## config.mk

```make
export PLATFORM = sky130hd
export DESIGN_NAME = tunnel_fragment_header_parser_core
export DESIGN_NICKNAME = d
export VERILOG_FILES = /design/src/rtl/tfhp_pkg.sv /design/src/rtl/tfhp_step.sv /design/src/rtl/tunnel_fragment_header_parser_core.sv
export SDC_FILE = /design/constraint.sdc
export NUM_CORES = 1
export LEC_CHECK = 0
export ABC_CLOCK_PERIOD_IN_PS = 5040
export BUFFER_PORTS_ARGS = -buffer_cell sky130_fd_sc_hd__buf_4
export CORE_MARGIN = 2
export CORE_UTILIZATION = 52
export CTS_BUF_LIST = sky130_fd_sc_hd__clkbuf_8 sky130_fd_sc_hd__clkbuf_16
export DETAILED_ROUTE_END_ITERATION = 8
export PLACE_DENSITY = 0.74
export SETUP_SLACK_MARGIN = 0.15
export SLEW_MARGIN = 20
export SYNTH_ARGS = -nofsm -noshare
export SYNTH_HDL_FRONTEND = slang
export SYNTH_SLANG_ARGS = --single-unit
```

## constraint.sdc

```tcl
create_clock -name i_clk -period 5.04 [get_ports i_clk]
set_clock_uncertainty 0.15 [all_clocks]
set_input_delay 0.504 -clock i_clk [delete_from_list [all_inputs] [get_ports i_clk]]
set_output_delay 0.504 -clock i_clk [all_outputs]
set_load 0.005 [all_outputs]
```

## src/rtl/tfhp_pkg.sv

```systemverilog
// Shared types and constants for the tunnel fragment header parser.
// Used by tfhp_step and by tunnel_fragment_header_parser_core; depends on nothing.
package tfhp_pkg;

    // Block geometry.
    localparam int BLOCK_BYTES = 1008;
    localparam int HASH_BYTES  = 32;
    localparam int POS_W       = 10;
    localparam int CNT_W       = 6;

    // Flag byte bits.
    localparam int FLAG_FOLLOW_BIT = 7;
    localparam int FLAG_FRAGD_BIT  = 3;
    localparam int FLAG_LAST_BIT   = 0;

    // Delivery type codes.
    localparam logic [1:0] DELIV_LOCAL  = 2'd0;
    localparam logic [1:0] DELIV_TUNNEL = 2'd1;
    localparam logic [1:0] DELIV_ROUTER = 2'd2;

    typedef enum logic [2:0] {
        ST_CHK     = 3'd0,
        ST_PAD     = 3'd1,
        ST_FLAG    = 3'd2,
        ST_TID     = 3'd3,
        ST_HASH    = 3'd4,
        ST_MSGID   = 3'd5,
        ST_SIZE    = 3'd6,
        ST_PAYLOAD = 3'd7
    } t_state;

    typedef enum logic [3:0] {
        KIND_CHECKSUM    = 4'd0,
        KIND_PADDING     = 4'd1,
        KIND_DELIMITER   = 4'd2,
        KIND_FLAG        = 4'd3,
        KIND_DEST_TUNNEL = 4'd4,
        KIND_HASH        = 4'd5,
        KIND_MSG_ID      = 4'd6,
        KIND_SIZE        = 4'd7,
        KIND_PAYLOAD     = 4'd8
    } t_kind;

    typedef enum logic [2:0] {
        ACT_DELIVER     = 3'd0,
        ACT_START       = 3'd1,
        ACT_FOLLOW_MID  = 3'd2,
        ACT_FOLLOW_LAST = 3'd3,
        ACT_NO_MSG_ID   = 3'd4
    } t_action;

    typedef enum logic [1:0] {
        STAT_MID       = 2'd0,
        STAT_OK        = 2'd1,
        STAT_NO_ZERO   = 2'd2,
        STAT_TRUNCATED = 2'd3
    } t_status;

    // Parser context carried from byte to byte.
    typedef struct packed {
        t_state            state;
        logic [POS_W-1:0]  pos;
        logic [CNT_W-1:0]  cnt;
        logic [31:0]       tid;
        logic [31:0]       mid;
        logic [15:0]       rem;
        logic [7:0]        flags;
    } t_ctx;

    // One tagged byte with its header report.
    typedef struct packed {
        t_kind       kind;
        logic [7:0]  byte_value;
        logic        header_done;
        logic [1:0]  deliv_mode;
        logic [31:0] dest_tunnel;
        logic [31:0] message_id;
        logic [5:0]  fragment_number;
        t_action     action;
        logic [15:0] payload_size;
        logic        payload_last;
        t_status     block_status;
    } t_result;

endpackage

```

## src/rtl/tfhp_step.sv

```systemverilog
// Next-context and result logic for one block byte.
// Depends on tfhp_pkg.
module tfhp_step (
    input  tfhp_pkg::t_ctx    i_ctx,
    input  logic [7:0]        i_data_byte,
    input  logic              i_start_of_block,
    output tfhp_pkg::t_ctx    o_ctx,
    output tfhp_pkg::t_result o_res
);
    import tfhp_pkg::*;

    t_ctx             ctx;
    t_result          res;
    logic [POS_W-1:0] pos;
    logic [CNT_W-1:0] cnt_inc;
    logic [15:0]      rem_n;
    logic [1:0]       dt;
    t_state           st_after_hash;

    always_comb begin
        ctx = i_ctx;
        if (i_start_of_block) begin
            ctx.state = ST_CHK;
            ctx.pos   = '0;
            ctx.cnt   = '0;
        end
        pos           = ctx.pos;
        cnt_inc       = ctx.cnt + CNT_W'(1);
        rem_n         = '0;
        dt            = '0;
        st_after_hash = ctx.flags[FLAG_FRAGD_BIT] ? ST_MSGID : ST_SIZE;
        res           = '0;
        res.byte_value = i_data_byte;

        case (ctx.state)
            ST_PAD: begin
                if (i_data_byte == 8'd0) begin
                    res.kind  = KIND_DELIMITER;
                    ctx.state = ST_FLAG;
                end else begin
                    res.kind = KIND_PADDING;
                end
            end
            ST_FLAG: begin
                res.kind  = KIND_FLAG;
                ctx.flags = i_data_byte;
                ctx.tid   = '0;
                ctx.mid   = '0;
                ctx.rem   = '0;
                ctx.cnt   = '0;
                dt        = i_data_byte[6:5];
                if (i_data_byte[FLAG_FOLLOW_BIT]) begin
                    ctx.state = ST_MSGID;
                end else if (dt == DELIV_TUNNEL) begin
                    ctx.state = ST_TID;
                end else if (dt == DELIV_ROUTER) begin
                    ctx.state = ST_HASH;
                end else begin
                    ctx.state = i_data_byte[FLAG_FRAGD_BIT] ? ST_MSGID : ST_SIZE;
                end
            end
            ST_TID: begin
                res.kind = KIND_DEST_TUNNEL;
                ctx.tid  = {ctx.tid[23:0], i_data_byte};
                ctx.cnt  = cnt_inc;
                if (cnt_inc >= CNT_W'(4)) begin
                    ctx.cnt   = '0;
                    ctx.state = ST_HASH;
                end
            end
            ST_HASH: begin
                res.kind = KIND_HASH;
                ctx.cnt  = cnt_inc;
                if (cnt_inc >= CNT_W'(HASH_BYTES)) begin
                    ctx.cnt   = '0;
                    ctx.state = st_after_hash;
                end
            end
            ST_MSGID: begin
                res.kind = KIND_MSG_ID;
                ctx.mid  = {ctx.mid[23:0], i_data_byte};
                ctx.cnt  = cnt_inc;
                if (cnt_inc >= CNT_W'(4)) begin
                    ctx.cnt   = '0;
                    ctx.state = ST_SIZE;
                end
            end
            ST_SIZE: begin
                res.kind = KIND_SIZE;
                rem_n    = {ctx.rem[7:0], i_data_byte};
                ctx.rem  = rem_n;
                ctx.cnt  = cnt_inc;
                if (cnt_inc >= CNT_W'(2)) begin
                    ctx.cnt          = '0;
                    res.header_done  = 1'b1;
                    res.payload_size = rem_n;
                    if (ctx.flags[FLAG_FOLLOW_BIT]) begin
                        res.message_id      = ctx.mid;
                        res.fragment_number = ctx.flags[6:1];
                        if (ctx.mid == 32'd0) begin
                            res.action = ACT_NO_MSG_ID;
                        end else begin
                            res.action = ctx.flags[FLAG_LAST_BIT] ? ACT_FOLLOW_LAST
                                                                  : ACT_FOLLOW_MID;
                        end
                    end else begin
                        res.deliv_mode = ctx.flags[6:5];
                        if (ctx.flags[6:5] == DELIV_TUNNEL) begin
                            res.dest_tunnel = ctx.tid;
                        end
                        if (ctx.flags[FLAG_FRAGD_BIT]) begin
                            res.message_id = ctx.mid;
                            res.action = (ctx.mid == 32'd0) ? ACT_NO_MSG_ID : ACT_START;
                        end else begin
                            res.action = ACT_DELIVER;
                        end
                    end
                    ctx.state = (rem_n != 16'd0) ? ST_PAYLOAD : ST_FLAG;
                end
            end
            ST_PAYLOAD: begin
                res.kind = KIND_PAYLOAD;
                rem_n    = ctx.rem - 16'd1;
                ctx.rem  = rem_n;
                if (rem_n == 16'd0) begin
                    res.payload_last = 1'b1;
                    ctx.state        = ST_FLAG;
                end
            end
            default: begin
                res.kind  = KIND_CHECKSUM;
                ctx.state = (pos >= POS_W'(3)) ? ST_PAD : ST_CHK;
            end
        endcase

        // The last byte of the block reports how the block ended.
        if (pos >= POS_W'(BLOCK_BYTES - 1)) begin
            if (ctx.state == ST_PAD) begin
                res.block_status = STAT_NO_ZERO;
            end else if (ctx.state == ST_FLAG) begin
                res.block_status = STAT_OK;
            end else begin
                res.block_status = STAT_TRUNCATED;
            end
            ctx.state = ST_CHK;
            ctx.pos   = '0;
            ctx.cnt   = '0;
        end else begin
            ctx.pos = pos + POS_W'(1);
        end

        o_ctx = ctx;
        o_res = res;
    end

endmodule

```

## src/rtl/tunnel_fragment_header_parser_core.sv

```systemverilog
// Top level of the tunnel fragment header parser: handshakes, input and result registers.
// Depends on tfhp_pkg and tfhp_step.

// The parser takes a decrypted tunnel data block one byte per transaction and returns
// exactly one result transaction per byte, tagging the byte with its role (checksum,
// padding, delimiter, flag, tunnel id, hash, message id, size or payload). On the second
// size byte of each fragment it reports the parsed header and a reassembly action; on
// the last byte of a block it reports whether the block ended cleanly, never found the
// zero delimiter, or cut a fragment off. The block is BLOCK_BYTES long, and the parser
// returns to the checksum position on its own after the last byte; start_of_block
// forces a byte to be position zero and abandons any partial parse. Throughput is one
// byte per clock cycle while the consumer keeps up: a byte is captured in the input
// register, then the per-byte parse logic updates the context and writes the result
// register. The input side keeps accepting while a result waits, as long as the result
// register is being drained or is empty, so back-to-back bytes never stall unless the
// consumer does.
module tunnel_fragment_header_parser_core (
    input  logic        i_clk,
    input  logic        i_rst_n,
    input  logic        i_in_valid,
    output logic        o_in_ready,
    input  logic [7:0]  i_data_byte,
    input  logic        i_start_of_block,
    output logic        o_out_valid,
    input  logic        i_out_ready,
    output logic [3:0]  o_kind,
    output logic [7:0]  o_byte_value,
    output logic        o_header_done,
    output logic [1:0]  o_deliv_mode,
    output logic [31:0] o_dest_tunnel,
    output logic [31:0] o_message_id,
    output logic [5:0]  o_fragment_number,
    output logic [2:0]  o_action,
    output logic [15:0] o_payload_size,
    output logic        o_payload_last,
    output logic [1:0]  o_block_status
);
    import tfhp_pkg::*;

    // Input register.
    logic       r_in_valid;
    logic [7:0] r_in_byte;
    logic       r_in_sob;

    // Parser context and result register.
    t_ctx    r_ctx;
    t_ctx    n_ctx;
    t_result r_res;
    t_result n_res;
    logic    r_out_valid;

    // The captured byte moves forward when the result register is free or draining.
    logic w_adv;

    assign w_adv      = r_in_valid && (!r_out_valid || i_out_ready);
    assign o_in_ready = !r_in_valid || w_adv;

    tfhp_step u_step (
        .i_ctx            (r_ctx),
        .i_data_byte      (r_in_byte),
        .i_start_of_block (r_in_sob),
        .o_ctx            (n_ctx),
        .o_res            (n_res)
    );

    always_ff @(posedge i_clk) begin
        if (!i_rst_n) begin
            r_in_valid <= 1'b0;
        end else if (i_in_valid && o_in_ready) begin
            r_in_valid <= 1'b1;
        end else if (w_adv) begin
            r_in_valid <= 1'b0;
        end
    end

    always_ff @(posedge i_clk) begin
        if (i_in_valid && o_in_ready) begin
            r_in_byte <= i_data_byte;
            r_in_sob  <= i_start_of_block;
        end
    end

    // The context is control state and is cleared by reset.
    always_ff @(posedge i_clk) begin
        if (!i_rst_n) begin
            r_ctx       <= '{state: ST_CHK, default: '0};
            r_out_valid <= 1'b0;
        end else if (w_adv) begin
            r_ctx       <= n_ctx;
            r_out_valid <= 1'b1;
        end else if (i_out_ready) begin
            r_out_valid <= 1'b0;
        end
    end

    always_ff @(posedge i_clk) begin
        if (w_adv) begin
            r_res <= n_res;
        end
    end

    assign o_out_valid       = r_out_valid;
    assign o_kind            = r_res.kind;
    assign o_byte_value      = r_res.byte_value;
    assign o_header_done     = r_res.header_done;
    assign o_deliv_mode      = r_res.deliv_mode;
    assign o_dest_tunnel     = r_res.dest_tunnel;
    assign o_message_id      = r_res.message_id;
    assign o_fragment_number = r_res.fragment_number;
    assign o_action          = r_res.action;
    assign o_payload_size    = r_res.payload_size;
    assign o_payload_last    = r_res.payload_last;
    assign o_block_status    = r_res.block_status;

    // Header fields stay zero on every byte that does not complete a header.
    a_hdr_fields_zero: assert property (@(posedge i_clk) disable iff (!i_rst_n)
        (o_out_valid && !o_header_done) |->
        (o_action == ACT_DELIVER && o_payload_size == 16'd0 &&
         o_message_id == 32'd0 && o_dest_tunnel == 32'd0))
        else $error("header fields set without header_done");

    // Only a payload byte can close a fragment's payload.
    a_last_is_payload: assert property (@(posedge i_clk) disable iff (!i_rst_n)
        (o_out_valid && o_payload_last) |-> (o_kind == KIND_PAYLOAD))
        else $error("payload_last on a non-payload byte");

    // A block end report returns the parser to the checksum position.
    a_block_end_rewinds: assert property (@(posedge i_clk) disable iff (!i_rst_n)
        (w_adv && n_res.block_status != STAT_MID) |=>
        (r_ctx.state == ST_CHK && r_ctx.pos == '0))
        else $error("parser did not rewind after block end");

    // The block position never reaches the block length.
    a_pos_in_range: assert property (@(posedge i_clk) disable iff (!i_rst_n)
        r_ctx.pos < POS_W'(BLOCK_BYTES))
        else $error("block position out of range");

    // An empty result register never holds back the input side.
    a_ready_when_empty: assert property (@(posedge i_clk) disable iff (!i_rst_n)
        !r_out_valid |-> o_in_ready)
        else $error("input stalled with empty result register");

endmodule
```

* Word-level counts from Yosys, hierarchy flattened
Index checks and enable logic that the tools add are counted.
** Word-level totals
- Output and inout port bits :: 109
- Bits of input ports :: 13
- Word-level logic and storage cells :: 117
- Register bits :: 225
** Operators by class
- $add $sub $neg :: 3
- Reductions and logical operators :: 25
- Equality and inequality tests :: 12
- Order comparisons :: 5
- Multiplexer cells :: 45
- Bitwise logic cells :: 4
** Operator list (number)
- 32-bit case mux with 2 select lines :: 2
- 32-bit 2-to-1 mux :: 3
- 92-bit 2-to-1 mux :: 1
- 16-bit case mux with 3 select lines :: 1
- 3-bit 2-to-1 mux :: 15
- 34-bit 2-to-1 mux :: 1
- 32-bit logical NOT :: 1
- 6-bit 2-to-1 mux :: 5
- 4-bit case mux with 7 select lines :: 1
- 6-bit case mux with 4 select lines :: 1
- 3-bit case mux with 7 select lines :: 1
- 19-bit 2-to-1 mux :: 1
- 16-bit logical NOT :: 1
- 16-bit nonzero test :: 1
- 16-bit by 1-bit subtractor with 16-bit output (second input constant) :: 1
- 3-bit equality test (second input constant) :: 4
- 10-bit by 1-bit adder with 10-bit output (second input constant) :: 1
- 10-bit greater-or-equal comparator (second input constant) :: 1
- 10-bit by 2-bit greater-or-equal comparator with 1-bit output (second input constant) :: 1
- 10-bit 2-to-1 mux :: 1
- 2-bit 2-to-1 mux :: 5
- 2-bit AND reduction :: 5
- 3-bit by 2-bit equality test with 1-bit output (second input constant) :: 3
- 8-bit logical NOT :: 1
- 18 further kinds :: 36

* Logic depth before layout (Yosys ltp)
- Depth after elaboration :: 8
- Mapped depth :: 12
- Depth with buffers taken out :: 9

* Cells and area by module
Synthesis repeated with hierarchy kept, for this count alone.
** Unflattened totals
- Cells, all modules :: 1131
- Area total of the unflattened synthesis :: 11084.4 µm²
** By module, submodules not included
- tunnel_fragment_header_parser_core :: sequential area each 5665.4 µm², area an instance 7801.2 µm², instances 1, cells each 589
- tfhp_step :: sequential area each 0.0 µm², area an instance 3283.1 µm², instances 1, cells each 542

* Worst setup path after synthesis
No wires, ideal clock.
- Path type :: in2reg
- Start :: in i_out_ready
- End :: reg r_ctx[100] in the netlist's numbering
- Slack :: -0.051 ns
- Path buffers :: 2
- Library setup time :: 0.128 ns
- Stages on the path :: 8
- Required time :: 4.762 ns
- Data arrival time :: 4.813 ns
- Cells stage by stage :: nor2b_1 nand2b_1 clkbuf_1 inv_1 clkbuf_1 o21ai_0 a21oi_1 nor2_1
** On the way
- Word-level cells in the longest chain between the ends :: 2
** Ends and longest elaborated chain
- start: declaration :: line tunnel_fragment_header_parser_core.sv:25 : input logic i_out_ready,
- 1-bit logical OR :: line tunnel_fragment_header_parser_core.sv:55 : assign w_adv = r_in_valid && (!r_out_valid || i_out_ready);
- 1-bit logical AND :: line tunnel_fragment_header_parser_core.sv:55
- via w_adv :: line tunnel_fragment_header_parser_core.sv:53 : logic w_adv;
- end signal: assignment :: line tunnel_fragment_header_parser_core.sv:89 : r_ctx <= n_ctx;
- end: declaration :: line tunnel_fragment_header_parser_core.sv:46 : t_ctx r_ctx;
The timed path passes the listed nets, and every way through them passes these cells.
A chain may end at the register's enable or synchronous reset.

* Worst setup path in the final report
- Start :: reg r_in_sob
- End :: reg r_res, in the netlist o_action[0], data pin
** On the way
- Word-level cells in the longest chain between the ends :: 4
- Elaborated cells between the ends (all ways) :: 5
- Classes of those cells :: add/sub (1); order compare (1); eq/ne (1); mux (1); reduce/logical (1)
** Ends and longest elaborated chain
- start: declaration :: line tunnel_fragment_header_parser_core.sv:43 : logic r_in_sob;
- start signal: assignment :: line tunnel_fragment_header_parser_core.sv:79 : r_in_sob <= i_start_of_block;
- 19-bit 2-to-1 mux * :: line tfhp_step.sv:22 : if (i_start_of_block) begin
- 6-bit by 1-bit adder with 6-bit output :: line tfhp_step.sv:28 : cnt_inc = ctx.cnt + CNT_W'(1);
- 6-bit by 2-bit greater-or-equal comparator with 1-bit output :: line tfhp_step.sv:93 : if (cnt_inc >= CNT_W'(2)) begin
- 2-bit AND reduction (no line) *
- end signal: assignment :: line tunnel_fragment_header_parser_core.sv:98 : r_res <= n_res;
- end: declaration :: line tunnel_fragment_header_parser_core.sv:48 : t_result r_res;
Every way passes the cells marked *; elsewhere a longest branch is shown, timed or not.

==> flow_summary.yaml <==
sta:
  whs_ns: 0.0246
  fmax_mhz: 266
  setup_viol: 0
  rsz0062_at_grt: "no"
  finalCritPeriodShare_pct: 74.6
  worst_pin_slew_ns: 1.09
  relSlewSlack_pct: 27.4
  setup-tns-final_ns: 0
  min_period_ns: 3.76
  finalHoldViolCount: 0
  slew_viol_final: 0
grt:
  grt_max_degree: 61
  grt_usage_pct: 21.9
  grt_pass1_wl_um: 35500
  gr-total-overflow: 0
  grt_pass1_vias: 6749
  antenna_found_initial: 0
cts:
  clk_pin_slew_worst_paths_ns: 0.06
  ctsHtreeMaxLevel: 1
  ctsResizeCount: 0
  clkSinkCount: 225
  cts_tree: "built"
  root_buffer: "clkbuf_16"
  clk_latency_ns: 0.50
  cts_hold_buf: 0
  cts_buffers: 23
  clock_path_buffers: 3
  cts_setup_buffers: 0
routing:
  dr_wl_met3_um: 1340
  dr_wl_met2_um: 10500
  wl_met1_um: 9570
  routed-via-count: 7372
  drt_wl_total_um: 21900
  routedWlPerCell_um: 17.2
  final_antenna_net_count: 0
  drt_iter0_drc: 783
  drc: 0
  via_per_inst: 5.79
  highest_layer: "met4"
  drt_pre_antenna_iters: 5
worst_setup_path:
  endpoint_kind: "flip-flop"
  cp_max_fo: 34
  crit_path_start_kind: "flip-flop"
  critPathKind: "reg -> reg"
  cp_data_arrival_time_ns: 3.96
  r2r_slack_ns: 1.28
  worstPathRequired_ns: 5.24
logic_synthesis:
  ys_seq_area_share_pct: 59.2
  avgSynthCellArea_um2: 10.2
  yosysMostFrequentCell: "edfxtp_1"
  netlist_top_cells_count: "edfxtp_1 (116), nand2_1 (111), dfxtp_1 (109)"
  synth_largest_area_cell: "edfxtp_1"
  synth.area.top_cells: "edfxtp_1 (36%), dfxtp_1 (23%), and2_1 (5.8%)"
  synth-seq-cells: 225
  synth_warnings: 0
  synth-async-reset-ratio_pct: 0
  syn_nets: 958
  syn_inst: 941
  synth.distinct_cells: 67
  ys.flop_type: "edfxtp_1"
  synth_top_area_share_pct: 36.4
  netlist_area_um2: 9570
  synth-edff-count: 116
cells_and_area:
  final_nets: 1045
  nFillCells: 1498
  drive_gt1_share_pct: 18.1
  synthToLayoutAreaGrowth_pct: 18.3
  diodes: 0
  finalCoreUtilization_pct: 62.8
floorplan:
  num_rows: 49
  die-area_um2: 19500
  die_w_um: 140
  die_h_um: 140
  io_pins: 122
  design.core.area_um2: 18000
  initial_core_util_pct: 53.1
hold_path:
  hold_path.class: "in -> reg"
placed_design:
  dpl.hpwl_um: 14200
  gp_congestion: 0.920
  numPortBuffers: 121
status:
  status: "finished clean"
run:
  maxCapViolCount: 0
power_and_ir_drop:
  p_per_area_nw_per_um2: 333
  peakVddDrop_uv: 227
  power.leakage_uw: 0.00403
-- cell type report --
cell class | instances | area (um^2) | share of cell area, %
clock buffers | 27 | 631 | 5.57
clock inverters | 14 | 113 | 0.994
inverters | 10 | 40.0 | 0.353
multi-input cells | 635 | 3590 | 31.7
flip-flops and latches | 225 | 5670 | 50.0
well taps | 229 | 287 | 2.53
repair buffers | 133 | 998 | 8.81
-- logic make-up (layout without fill, tap and decap cells) --
family                     Yosys count  in the layout  synth area share (%)
AOI/OAI and AO/OA                  187            187                  12.0
xor gates and xnor gates            13             13                  1.19
adders and majority gates            5              5                 0.627
buffers and inverters               81            184                  3.36
DFF                                225            225                  59.2
and+or+nand+nor                    430            430                  23.6
-- critical path, stage by stage (launching register included) --
cell and delay [ns]:
edfxtp_1 0.69, nor2b_1 0.32, ha_1 0.28, nand3_1 0.15, xor2_1 0.17, a21oi_1 0.35, o41a_1 0.45, o21a_1 0.78
nor3b_1 0.25
-- routing by layer --
| metal | up-vias | global-route usage, % |
|---|---|---|
| met5 | - | 0 |
| met4 | 0 | 6.74 |
| met1 | 3538 | 31.3 |
| li1 | 3542 | - |
| met2 | 250 | 34.6 |
| met3 | 42 | 3.61 |
-- through the flow --
step	power [uW]	instances	setup slack, ns	instance area (um^2)
6_report	3770	1273	1.28	11300
5_1_grt	3890	1273	0.791	11300
4_1_cts	3800	1273	1.26	11300
3_5_place_dp	2180	1232	1.31	10600
3_3_place_gp	2170	1232	1.41	10600
2_1_floorplan	2080	941	1.72	9570
-- sequential cells by signal (all words and copies together), names as in the netlist, 2 cells and up --
| signal | cells |
|---|---|
| o_action | 3 |
| o_block_status | 2 |
| o_byte_value | 8 |
| o_deliv_mode | 2 |
| o_dest_tunnel | 32 |
| o_fragment_number | 6 |
| o_kind | 4 |
| o_message_id | 32 |
| o_payload_size | 16 |
| r_ctx | 107 |
| r_in_byte | 8 |
-- power breakdown --
| group | total [uW] | internal (uW) | switching (uW) | leakage (uW) |
|---|---|---|---|---|
| Combinational | 133 | 62.4 | 70.9 | 0.00174 |
| Clock | 1640 | 949 | 687 | 0.000373 |
| Sequential | 2000 | 1970 | 30.1 | 0.00191 |
| Total | 3770 | 2980 | 788 | 0.00403 |
-- final timing paths --
path                     startpoint  cells past startpoint                        end
min reg2reg  r_ctx[86]$_SDFFE_PN0P_                      2     r_ctx[86]$_SDFFE_PN0P_
max              r_in_sob$_DFFE_PP_                      8  o_action[0]$_SDFFCE_PN0P_
min                  i_data_byte[3]                      1     r_in_byte[3]$_DFFE_PP_
max reg2reg      r_in_sob$_DFFE_PP_                      8  o_action[0]$_SDFFCE_PN0P_
-- cell usage in the layout (no fill, tap or decap), drive strengths merged, types with 7 or more instances in the layout --
cell      n
o21ai    28
o31ai     7
nand3    77
dfxtp   109
buf     133
clkbuf   27
nor2b    13
a21oi    94
and2     89
nor2     54
edfxtp  116
inv      15
a211oi    7
nor3      7
nand4     8
and3     13
a22oi    12
nor4     19
xnor2     8
nand2   111
Note: power is estimated with default switching activity, not from simulation.
